[config.mk]
export PLATFORM = sky130hd
export DESIGN_NAME = length_framed_packet_receiver_core_flat
export DESIGN_NICKNAME = d
export VERILOG_FILES = /design/src/lfpr_pkg.sv /design/src/lfpr_if.sv /design/src/lfpr_ram.sv /design/src/lfpr_ctrl.sv /design/src/lfpr_datapath.sv /design/src/length_framed_packet_receiver_core.sv /design/src/flat_wrapper.sv
export SDC_FILE = /design/constraint.sdc
export NUM_CORES = 1
export LEC_CHECK = 0
export ABC_AREA = 0
export BUFFER_PORTS_ARGS = -buffer_cell sky130_fd_sc_hd__buf_2
export CAP_MARGIN = 10
export CELL_PAD_IN_SITES_DETAIL_PLACEMENT = 0
export CELL_PAD_IN_SITES_GLOBAL_PLACEMENT = 1
export CORE_MARGIN = 2
export CORE_UTILIZATION = 40
export DETAILED_ROUTE_END_ITERATION = 8
export GPL_ROUTABILITY_DRIVEN = 0
export HOLD_SLACK_MARGIN = 0.1
export PLACE_DENSITY_LB_ADDON = 0.1
export SYNTH_ARGS = -nofsm -noshare
export SYNTH_HDL_FRONTEND = slang
export SYNTH_SLANG_ARGS = --single-unit
[constraint.sdc]
create_clock -name clock -period 3.32 [get_ports clock]
set_input_delay 0.166 -clock clock [delete_from_list [all_inputs] [get_ports clock]]
set_output_delay 0.166 -clock clock [all_outputs]
set_load 0.01 [all_outputs]
[src/lfpr_pkg.sv]
package lfpr_pkg;

   // frame geometry
   localparam int MaxFrame  = 64;
   localparam int ByteW     = 8;
   localparam int AddrW     = $clog2(MaxFrame);
   localparam int CountW    = $clog2(MaxFrame + 1);
   localparam int LenW      = 7;
   localparam int LenAdd    = 4;
   localparam int MinLen    = 11;
   localparam int XorFirst  = 2;
   localparam int TrailBytes = 3;

   // register indexes
   localparam int CsrIdxW = 2;
   localparam logic [CsrIdxW-1:0] RegStartByte  = 2'd0;
   localparam logic [CsrIdxW-1:0] RegFooterByte = 2'd1;
   localparam logic [CsrIdxW-1:0] RegXorEnable  = 2'd2;

   // receive phases
   typedef enum logic [1:0] {
      PH_HUNT,
      PH_LEN,
      PH_DATA,
      PH_EMIT
   } phase_type;

   // controller to datapath
   typedef struct packed {
      logic start_frame;
      logic take_len;
      logic take_data;
      logic emit_load;
      logic emit_run;
   } cmd_type;

   // datapath to controller
   typedef struct packed {
      logic start_hit;
      logic len_over;
      logic last_byte;
      logic frame_ok;
      logic emit_done;
   } stat_type;

endpackage

[src/lfpr_if.sv]
interface lfpr_req_if import lfpr_pkg::*; ();
   logic             valid;
   logic             ready;
   logic [ByteW-1:0] rx_byte;

   modport source (output valid, output rx_byte, input ready);
   modport sink (input valid, input rx_byte, output ready);
endinterface

interface lfpr_rsp_if import lfpr_pkg::*; ();
   logic             valid;
   logic             ready;
   logic [ByteW-1:0] frame_byte;
   logic [LenW-1:0]  frame_length;
   logic             frame_last;

   modport source (output valid, output frame_byte, output frame_length, output frame_last,
                   input ready);
   modport sink (input valid, input frame_byte, input frame_length, input frame_last,
                 output ready);
endinterface

[src/lfpr_ram.sv]
module lfpr_ram #(
   parameter int Width = 8,
   parameter int Depth = 64
) (
   input  logic                     clock,
   input  logic                     wr_en,
   input  logic [$clog2(Depth)-1:0] wr_addr,
   input  logic [Width-1:0]         wr_data,
   input  logic [$clog2(Depth)-1:0] rd_addr,
   output logic [Width-1:0]         rd_data
);

   logic [Width-1:0] mem_ff [Depth];
   logic [Width-1:0] rd_data_ff;

   // single write port, registered read port
   always_ff @(posedge clock) begin
      if (wr_en) begin
         mem_ff[wr_addr] <= wr_data;
      end
      rd_data_ff <= mem_ff[rd_addr];
   end

   assign rd_data = rd_data_ff;

endmodule

[src/lfpr_ctrl.sv]
module lfpr_ctrl import lfpr_pkg::*; (
   input  logic     clock,
   input  logic     reset,
   input  logic     req_valid,
   output logic     req_ready,
   input  stat_type stat,
   output cmd_type  cmd
);

   phase_type state_ff;
   phase_type state_in;
   logic      fire;

   // input is taken in every phase but the replay
   assign fire = req_valid && (state_ff != PH_EMIT);

   // next state
   always_comb begin
      state_in = state_ff;
      case (state_ff)
         PH_LEN: begin
            if (fire) begin
               state_in = stat.len_over ? PH_HUNT : PH_DATA;
            end
         end
         PH_DATA: begin
            if (fire && stat.last_byte) begin
               state_in = stat.frame_ok ? PH_EMIT : PH_HUNT;
            end
         end
         PH_EMIT: begin
            if (stat.emit_done) begin
               state_in = PH_HUNT;
            end
         end
         default: begin
            if (fire && stat.start_hit) begin
               state_in = PH_LEN;
            end
         end
      endcase
   end

   // outputs
   always_comb begin
      req_ready = 1'b1;
      cmd       = '0;
      case (state_ff)
         PH_LEN: begin
            cmd.take_len = fire;
         end
         PH_DATA: begin
            cmd.take_data = fire;
            cmd.emit_load = fire && stat.last_byte && stat.frame_ok;
         end
         PH_EMIT: begin
            req_ready    = 1'b0;
            cmd.emit_run = 1'b1;
         end
         default: begin
            cmd.start_frame = fire && stat.start_hit;
         end
      endcase
   end

   always_ff @(posedge clock) begin
      if (reset) begin
         state_ff <= PH_HUNT;
      end else begin
         state_ff <= state_in;
      end
   end

endmodule

[src/lfpr_datapath.sv]
module lfpr_datapath import lfpr_pkg::*; (
   input  logic               clock,
   input  logic               reset,
   input  logic               csr_we,
   input  logic [CsrIdxW-1:0] csr_index,
   input  logic [ByteW-1:0]   csr_wdata,
   input  cmd_type            cmd,
   input  logic [ByteW-1:0]   rx_byte,
   output stat_type           stat,
   output logic               out_valid,
   input  logic               out_ready,
   output logic [ByteW-1:0]   out_byte,
   output logic [LenW-1:0]    out_length,
   output logic               out_last
);

   logic [ByteW-1:0]  start_byte_ff;
   logic [ByteW-1:0]  footer_byte_ff;
   logic              xor_en_ff;
   logic [CountW-1:0] byte_count_ff;
   logic [CountW-1:0] byte_count_in;
   logic [CountW-1:0] expected_ff;
   logic [CountW-1:0] expected_in;
   logic [ByteW-1:0]  xor_ff;
   logic [ByteW-1:0]  xor_in;
   logic [ByteW-1:0]  prev_ff;
   logic [CountW-1:0] rd_idx_ff;
   logic [CountW-1:0] frame_len_ff;
   logic              rd_pend_ff;
   logic              pend_last_ff;
   logic              out_valid_ff;
   logic [ByteW-1:0]  out_byte_ff;
   logic [LenW-1:0]   out_len_ff;
   logic              out_last_ff;
   logic              wr_en;
   logic [AddrW-1:0]  wr_addr;
   logic [ByteW-1:0]  rd_data;
   logic              rd_issue;
   logic              xor_take;
   logic [ByteW:0]    len_sum;

   // configuration registers
   always_ff @(posedge clock) begin
      if (reset) begin
         start_byte_ff  <= '0;
         footer_byte_ff <= '0;
         xor_en_ff      <= 1'b1;
      end else if (csr_we) begin
         case (csr_index)
            RegStartByte:  start_byte_ff  <= csr_wdata;
            RegFooterByte: footer_byte_ff <= csr_wdata;
            RegXorEnable:  xor_en_ff      <= csr_wdata[0];
            default:       ;
         endcase
      end
   end

   // length decode and xor window
   assign len_sum  = {1'b0, rx_byte} + (ByteW+1)'(LenAdd);
   assign xor_take = (byte_count_ff >= CountW'(XorFirst)) &&
                     ({1'b0, byte_count_ff} + (CountW+1)'(TrailBytes) <= {1'b0, expected_ff});

   // status to controller
   always_comb begin
      stat.start_hit = (rx_byte == start_byte_ff);
      stat.len_over  = (len_sum > (ByteW+1)'(MaxFrame));
      stat.last_byte = (byte_count_ff + CountW'(1) == expected_ff);
      stat.frame_ok  = (rx_byte == footer_byte_ff) &&
                       (expected_ff >= CountW'(MinLen)) &&
                       (!xor_en_ff || (xor_ff == prev_ff));
      stat.emit_done = (rd_idx_ff == frame_len_ff);
   end

   // frame collection counters
   always_comb begin
      byte_count_in = byte_count_ff;
      expected_in   = expected_ff;
      xor_in        = xor_ff;
      if (cmd.start_frame) begin
         byte_count_in = CountW'(1);
         xor_in        = '0;
      end else if (cmd.take_len) begin
         byte_count_in = byte_count_ff + CountW'(1);
         expected_in   = CountW'(len_sum);
      end else if (cmd.take_data) begin
         byte_count_in = byte_count_ff + CountW'(1);
         if (xor_take) begin
            xor_in = xor_ff ^ rx_byte;
         end
      end
   end

   always_ff @(posedge clock) begin
      if (reset) begin
         byte_count_ff <= '0;
         expected_ff   <= '0;
         xor_ff        <= '0;
      end else begin
         byte_count_ff <= byte_count_in;
         expected_ff   <= expected_in;
         xor_ff        <= xor_in;
      end
   end

   // previous data byte, the checksum position at frame end
   always_ff @(posedge clock) begin
      if (cmd.take_data) begin
         prev_ff <= rx_byte;
      end
   end

   // frame store
   assign wr_en   = cmd.start_frame || cmd.take_len || cmd.take_data;
   assign wr_addr = cmd.start_frame ? '0 : byte_count_ff[AddrW-1:0];

   lfpr_ram #(
      .Width (ByteW),
      .Depth (MaxFrame)
   ) u_store (
      .clock   (clock),
      .wr_en   (wr_en),
      .wr_addr (wr_addr),
      .wr_data (rx_byte),
      .rd_addr (rd_idx_ff[AddrW-1:0]),
      .rd_data (rd_data)
   );

   // read issue only when the output register will be free on return
   assign rd_issue = cmd.emit_run && !stat.emit_done && !rd_pend_ff &&
                     (!out_valid_ff || out_ready);

   always_ff @(posedge clock) begin
      if (reset) begin
         rd_idx_ff    <= '0;
         frame_len_ff <= '0;
         rd_pend_ff   <= 1'b0;
      end else begin
         rd_pend_ff <= rd_issue;
         if (cmd.emit_load) begin
            rd_idx_ff    <= '0;
            frame_len_ff <= expected_ff;
         end else if (rd_issue) begin
            rd_idx_ff <= rd_idx_ff + CountW'(1);
         end
      end
   end

   always_ff @(posedge clock) begin
      if (rd_issue) begin
         pend_last_ff <= (rd_idx_ff + CountW'(1) == frame_len_ff);
      end
   end

   // output register
   always_ff @(posedge clock) begin
      if (reset) begin
         out_valid_ff <= 1'b0;
      end else if (rd_pend_ff) begin
         out_valid_ff <= 1'b1;
      end else if (out_ready) begin
         out_valid_ff <= 1'b0;
      end
   end

   always_ff @(posedge clock) begin
      if (rd_pend_ff) begin
         out_byte_ff <= rd_data;
         out_len_ff  <= frame_len_ff[LenW-1:0];
         out_last_ff <= pend_last_ff;
      end
   end

   assign out_valid  = out_valid_ff;
   assign out_byte   = out_byte_ff;
   assign out_length = out_len_ff;
   assign out_last   = out_last_ff;

endmodule

[src/length_framed_packet_receiver_core.sv]
// channel   dir   handshake        payload
// req_bus   in    valid / ready    rx_byte
// rsp_bus   out   valid / ready    frame_byte, frame_length, frame_last
// csr_*     in    csr_we           csr_index, csr_wdata
//
// one received byte per cycle while collecting a frame
// an accepted frame is replayed from the 64-byte store one byte read at a time: a new
// read waits until the registered read data of the last one is back; no input is taken meanwhile
// synchronous active-high reset; the store needs no clearing
// rsp stalls hold the output register; the next frame may arrive behind it
module length_framed_packet_receiver_core import lfpr_pkg::*; (
   input  logic               clock,
   input  logic               reset,
   lfpr_req_if.sink           req_bus,
   lfpr_rsp_if.source         rsp_bus,
   input  logic               csr_we,
   input  logic [CsrIdxW-1:0] csr_index,
   input  logic [ByteW-1:0]   csr_wdata
);

   cmd_type  cmd;
   stat_type stat;

   // controller
   lfpr_ctrl u_ctrl (
      .clock     (clock),
      .reset     (reset),
      .req_valid (req_bus.valid),
      .req_ready (req_bus.ready),
      .stat      (stat),
      .cmd       (cmd)
   );

   // datapath
   lfpr_datapath u_datapath (
      .clock      (clock),
      .reset      (reset),
      .csr_we     (csr_we),
      .csr_index  (csr_index),
      .csr_wdata  (csr_wdata),
      .cmd        (cmd),
      .rx_byte    (req_bus.rx_byte),
      .stat       (stat),
      .out_valid  (rsp_bus.valid),
      .out_ready  (rsp_bus.ready),
      .out_byte   (rsp_bus.frame_byte),
      .out_length (rsp_bus.frame_length),
      .out_last   (rsp_bus.frame_last)
   );

   // emitted frames always meet the minimum length and fit the store
   assert property (@(posedge clock) disable iff (reset)
      rsp_bus.valid |-> (rsp_bus.frame_length >= LenW'(MinLen)) &&
                        (rsp_bus.frame_length <= LenW'(MaxFrame)))
      else $error("emitted frame length out of range");

   // a good frame end stops input for the replay
   assert property (@(posedge clock) disable iff (reset)
      cmd.emit_load |=> !req_bus.ready && cmd.emit_run)
      else $error("replay did not start after a good frame");

   // replay ends once all reads are issued
   assert property (@(posedge clock) disable iff (reset)
      cmd.emit_run && stat.emit_done |=> !cmd.emit_run)
      else $error("replay did not stop after the last read");

endmodule

[src/flat_wrapper.sv]
// flat-port wrapper written by rule: the top's interface ports become plain ports
module length_framed_packet_receiver_core_flat import lfpr_pkg::*;
  (clock, reset, csr_we, csr_index, csr_wdata, req_bus_valid, req_bus_rx_byte, req_bus_ready, rsp_bus_valid, rsp_bus_frame_byte, rsp_bus_frame_length, rsp_bus_frame_last, rsp_bus_ready);
  lfpr_req_if req_bus_i ();
  lfpr_rsp_if rsp_bus_i ();
  input  logic clock;
  input  logic reset;
  input  logic csr_we;
  input  logic [CsrIdxW-1:0] csr_index;
  input  logic [ByteW-1:0] csr_wdata;
  input wire logic [$bits(req_bus_i.valid)-1:0] req_bus_valid;
  input wire logic [$bits(req_bus_i.rx_byte)-1:0] req_bus_rx_byte;
  output wire logic [$bits(req_bus_i.ready)-1:0] req_bus_ready;
  output wire logic [$bits(rsp_bus_i.valid)-1:0] rsp_bus_valid;
  output wire logic [$bits(rsp_bus_i.frame_byte)-1:0] rsp_bus_frame_byte;
  output wire logic [$bits(rsp_bus_i.frame_length)-1:0] rsp_bus_frame_length;
  output wire logic [$bits(rsp_bus_i.frame_last)-1:0] rsp_bus_frame_last;
  input wire logic [$bits(rsp_bus_i.ready)-1:0] rsp_bus_ready;
  assign req_bus_i.valid = req_bus_valid;
  assign req_bus_i.rx_byte = req_bus_rx_byte;
  assign req_bus_ready = req_bus_i.ready;
  assign rsp_bus_valid = rsp_bus_i.valid;
  assign rsp_bus_frame_byte = rsp_bus_i.frame_byte;
  assign rsp_bus_frame_length = rsp_bus_i.frame_length;
  assign rsp_bus_frame_last = rsp_bus_i.frame_last;
  assign rsp_bus_i.ready = rsp_bus_ready;
  length_framed_packet_receiver_core u_core (.clock(clock), .reset(reset), .req_bus(req_bus_i), .rsp_bus(rsp_bus_i), .csr_we(csr_we), .csr_index(csr_index), .csr_wdata(csr_wdata));
endmodule
==> run_results.csv <==
group,metric,value,unit
run_status,run_status,"completed",
yosys,postSynthNetCount,1328,
power_and_ir_drop,power.internal,0.0126,W
power_and_ir_drop,switchingPower,0.00321,W
routing,post_drt_wl_per_cell,26.7,um
floorplan,design.core.area,60100,sq um
routing,dr_total_vias,12461,
placement,place.port_buffers,40,
floorplan,die_width,250,um
yosys,postSynth.asyncResetShare,0,
sta,maxSlewViolCount,0,
cts,clk-insertion-delay-late,0.60,ns
global_route,groute.usage.overall,0.199,
min_path,worstHoldPathCells,5,
sta,relSlewSlack,0.397,
layout,layout-area-overhead-vs-synth,16.7,%
cts,post_cts_resized,0,
worst_setup_path,arrival,3.44,ns
yosys,warnings_synthesis,0,
worst_setup_path,required_time_of_the_worst_setup_path,3.85,ns
cts,cts_tree,"done",
yosys,synth_edf_count,537,
power_and_ir_drop,sequential_fraction_of_design_power,0.521,
sta,skew,0.0265,ns
placement,post-place-ws,0.422,ns
yosys,syn-instance-count,1293,
floorplan,die_h,250,um
placement,detailedPlacementHpwl,38700,um
power_and_ir_drop,clock_power_share,0.463,
sta,final.setup.tns,0,ns
global_route,grt_max_degree,70,
cts,cts_root_buf,"sky130_fd_sc_hd__clkbuf_16",
cts,numCtsBuffers,67,
power_and_ir_drop,swShare,0.203,
routing,route.antenna.remaining_nets,0,
routing,drc,0,
job,cap_viol_max_count,0,
worst_setup_path,start_kind,"flip-flop",
sta,clock.fmax,343,MHz
cts,clock_tree.htree_level_count,3,
sta,worst_slack,0.408,ns
floorplan,dieArea,62500,sq um
yosys,ys_types,52,
placement,placedCellCount,2147,
routing,drt_iter0_markers,938,
layout,most-common-layout-cells,"537 x sky130_fd_sc_hd__edfxtp_1, 157 x sky130_fd_sc_hd__mux4_2, 117 x sky130_fd_sc_hd__nor2_1",
layout,design.final.nets,1483,
power_and_ir_drop,worst_voltage_drop_across_the_vdd_grid,0.421,mV
floorplan,core.rowCount,90,
layout,drive_above_1_share,0.276,
min_path,min_from,"csr_index[1]",
yosys,synthFlopType,"sky130_fd_sc_hd__edfxtp_1",
routing,vias_per_cell,5.46,
power_and_ir_drop,power_density,560,nW/um^2
worst_setup_path,worst_setup_path_end_kind,"flip-flop",
cts,cts-root-to-sink-buffers,3,
global_route,grt_antenna_before_repair,2,
sta,final_min_period_over_clock_period,0.877,
worst_setup_path,crit-reg2reg-launch,"u_core.u_datapath.byte_count_ff[1]$_SDFFE_PP0P_",
cts,clkTransAtPathRegs,0.06,ns
yosys,ys_seq_area_frac,0.720,
layout,fillCellCount,5222,
global_route,grt_remaining_overflow,0,
layout,layout.cells.most_common,"sky130_fd_sc_hd__edfxtp_1",
worst_setup_path,crit_path_start,"u_core.u_datapath.byte_count_ff[1]$_SDFFE_PP0P_",
floorplan,pin_count,41,
power_and_ir_drop,power.static_leakage,8.98,nW
routing,totalWireLength,60900,um
layout,stdcell_count,2283,
yosys,synth.avg_cell_area,18.7,sq um
sta,tightest_slew,0.904,ns
sta,hold_ws,0.129,ns
worst_setup_path,timing.reg2reg.worst_path_depth,11,
cts,cts_sinks,602,
sta,setup_repair_after_global_routing_missed_its_margin,"false",
yosys,postSynthRegisterBits,602,
yosys,synthesized_area,24200,sq um
worst_setup_path,path_max_fanout,16,
global_route,grt_first_pass_wirelength,90000,um
sta,final_period_minus_worst_setup_slack,2.91,ns
routing,drt-pass1-iter-count,5,
power_and_ir_drop,combinational_share_of_power,0.016,
floorplan,floorplan.initialDensity,0.402,
sta,finalHoldViolCount,0,
sta,setup_viol,0,
min_path,hold_class,"input port to flip-flop",
global_route,grt_pass1_vias,13023,
worst_setup_path,worst-setup-path-type,"flip-flop to flip-flop",
layout,num_antenna_cells,0,
==> power groups by stage <==
stage | clock network (W) | logic, W | registers [W]
after detailed placement | 0 | 0.000247 | 0.00841
after global placement | 0 | 0.000240 | 0.00841
after CTS | 0.00751 | 0.000260 | 0.00825
after floorplan | 0 | 0.0000621 | 0.00841
after global routing | 0.00779 | 0.000277 | 0.00824
final | 0.00732 | 0.000251 | 0.00825
==> final cells by class <==
type                       count  area, sq um  share of cell area
sequential                   602        17400               0.618
multi-input combinational    603         6370               0.226
clock buffer                  89         1830              0.0649
timing repair buffer         158         1210              0.0428
tap                          782          978              0.0347
clock inverter                33          338              0.0120
inverter                      16         60.1             0.00213
==> sequential cells by signal (all words and copies together), names as in the netlist, 8 cells and up <==
signal                             cells
u_core.u_datapath.start_byte_ff        8
u_core.u_datapath.footer_byte_ff       8
u_core.u_datapath.out_byte             8
u_core.u_datapath.u_store.mem_ff     512
u_core.u_datapath.xor_ff               8
u_core.u_datapath.u_store.rd_data      8
u_core.u_datapath.prev_ff              8
==> worst max-delay path, stage by stage (launching register included) <==
cell and delay [ns]:
sky130_fd_sc_hd__dfxtp_1 0.55, sky130_fd_sc_hd__inv_1 0.22, sky130_fd_sc_hd__ha_1 0.40, sky130_fd_sc_hd__inv_1 0.06
sky130_fd_sc_hd__ha_1 0.30, sky130_fd_sc_hd__nor2b_1 0.13, sky130_fd_sc_hd__o21a_1 0.15, sky130_fd_sc_hd__o21ai_0 0.18
sky130_fd_sc_hd__a31oi_1 0.13, sky130_fd_sc_hd__buf_4 0.20, sky130_fd_sc_hd__or4_1 0.47, sky130_fd_sc_hd__nand2_1 0.08
==> layer usage <==
| layer | part of all wire | GRT usage | wire [um] | vias up |
|---|---|---|---|---|
| met4 | 0.016 | 0.0518 | 993 | 0 |
| met5 | 0 | 0 | 0 | - |
| met3 | 0.043 | 0.0264 | 2650 | 84 |
| met1 | 0.46 | 0.290 | 28100 | 6600 |
| li1 | - | - | - | 5493 |
| met2 | 0.48 | 0.318 | 29200 | 284 |
==> path summary, 6_finish.rpt <==
path / slack [ns] / to
setup / recovery: 0.41 / u_core.u_datapath.xor_ff[7]$_SDFFE_PP0P_
hold reg to reg: 0.40 / u_core.u_datapath.out_byte[6]$_DFFE_PP_
hold / removal: 0.13 / u_core.u_datapath.start_byte_ff[0]$_SDFFE_PP0P_
setup reg to reg: 0.41 / u_core.u_datapath.xor_ff[7]$_SDFFE_PP0P_
==> per-stage QoR <==
stage          power, W   util  area (sq um)
6_report         0.0158  0.469         28200
5_1_grt          0.0163  0.469         28200
2_1_floorplan   0.00847      -         24200
4_1_cts          0.0160  0.469         28200
3_5_place_dp    0.00866  0.431         25900
3_3_place_gp    0.00865  0.431         25900
==> cell families after synthesis <==
group           Yosys count  share of synthesized area
simple gates            261                     0.0505
mux                     202                      0.165
xor+xnor                 62                     0.0224
fa+ha+maj                12                    0.00621
flops                   602                      0.720
compound gates           66                     0.0192
buf+inv                  88                     0.0163
==> Yosys cell counts, types with 3 or more instances <==
cell                         n  area share
sky130_fd_sc_hd__a211oi_1    8      0.0025
sky130_fd_sc_hd__a21o_1      4      0.0012
sky130_fd_sc_hd__a21oi_1    10      0.0021
sky130_fd_sc_hd__a31oi_1     4      0.0010
sky130_fd_sc_hd__and2_1      6      0.0016
sky130_fd_sc_hd__buf_1      15      0.0023
sky130_fd_sc_hd__buf_2      22      0.0046
sky130_fd_sc_hd__buf_6       4      0.0019
sky130_fd_sc_hd__clkbuf_1   29      0.0045
sky130_fd_sc_hd__dfxtp_1    65       0.054
sky130_fd_sc_hd__edfxtp_1  537        0.67
sky130_fd_sc_hd__ha_1       12      0.0062
sky130_fd_sc_hd__inv_1      16      0.0025
sky130_fd_sc_hd__mux2_2      7      0.0033
sky130_fd_sc_hd__mux2i_1    38       0.016
sky130_fd_sc_hd__mux4_2    157        0.15
sky130_fd_sc_hd__nand2_1    48      0.0074
sky130_fd_sc_hd__nand3_1    19      0.0039
sky130_fd_sc_hd__nand3b_1    7      0.0022
sky130_fd_sc_hd__nand4_1    18      0.0047
sky130_fd_sc_hd__nand4b_1    3      0.0011
sky130_fd_sc_hd__nor2_1    117       0.018
sky130_fd_sc_hd__nor2b_1     8      0.0021
sky130_fd_sc_hd__nor3_1     11      0.0023
sky130_fd_sc_hd__nor4_1      4      0.0010
sky130_fd_sc_hd__o211ai_1    9      0.0028
sky130_fd_sc_hd__o21a_1      3     0.00093
sky130_fd_sc_hd__o21ai_0    12      0.0025
sky130_fd_sc_hd__o21ai_1     3     0.00062
sky130_fd_sc_hd__or4_1       9      0.0028
sky130_fd_sc_hd__xnor2_1    40       0.014
sky130_fd_sc_hd__xor2_1     22      0.0080
==> what timing repair did <==
| item | CTS | global route |
|---|---|---|
| buffers inserted | 0 | 0 |
| hold buffers | 14 | 0 |
| hold endpoints to repair | 20 | 0 |
(Power assumes the default switching activity.)
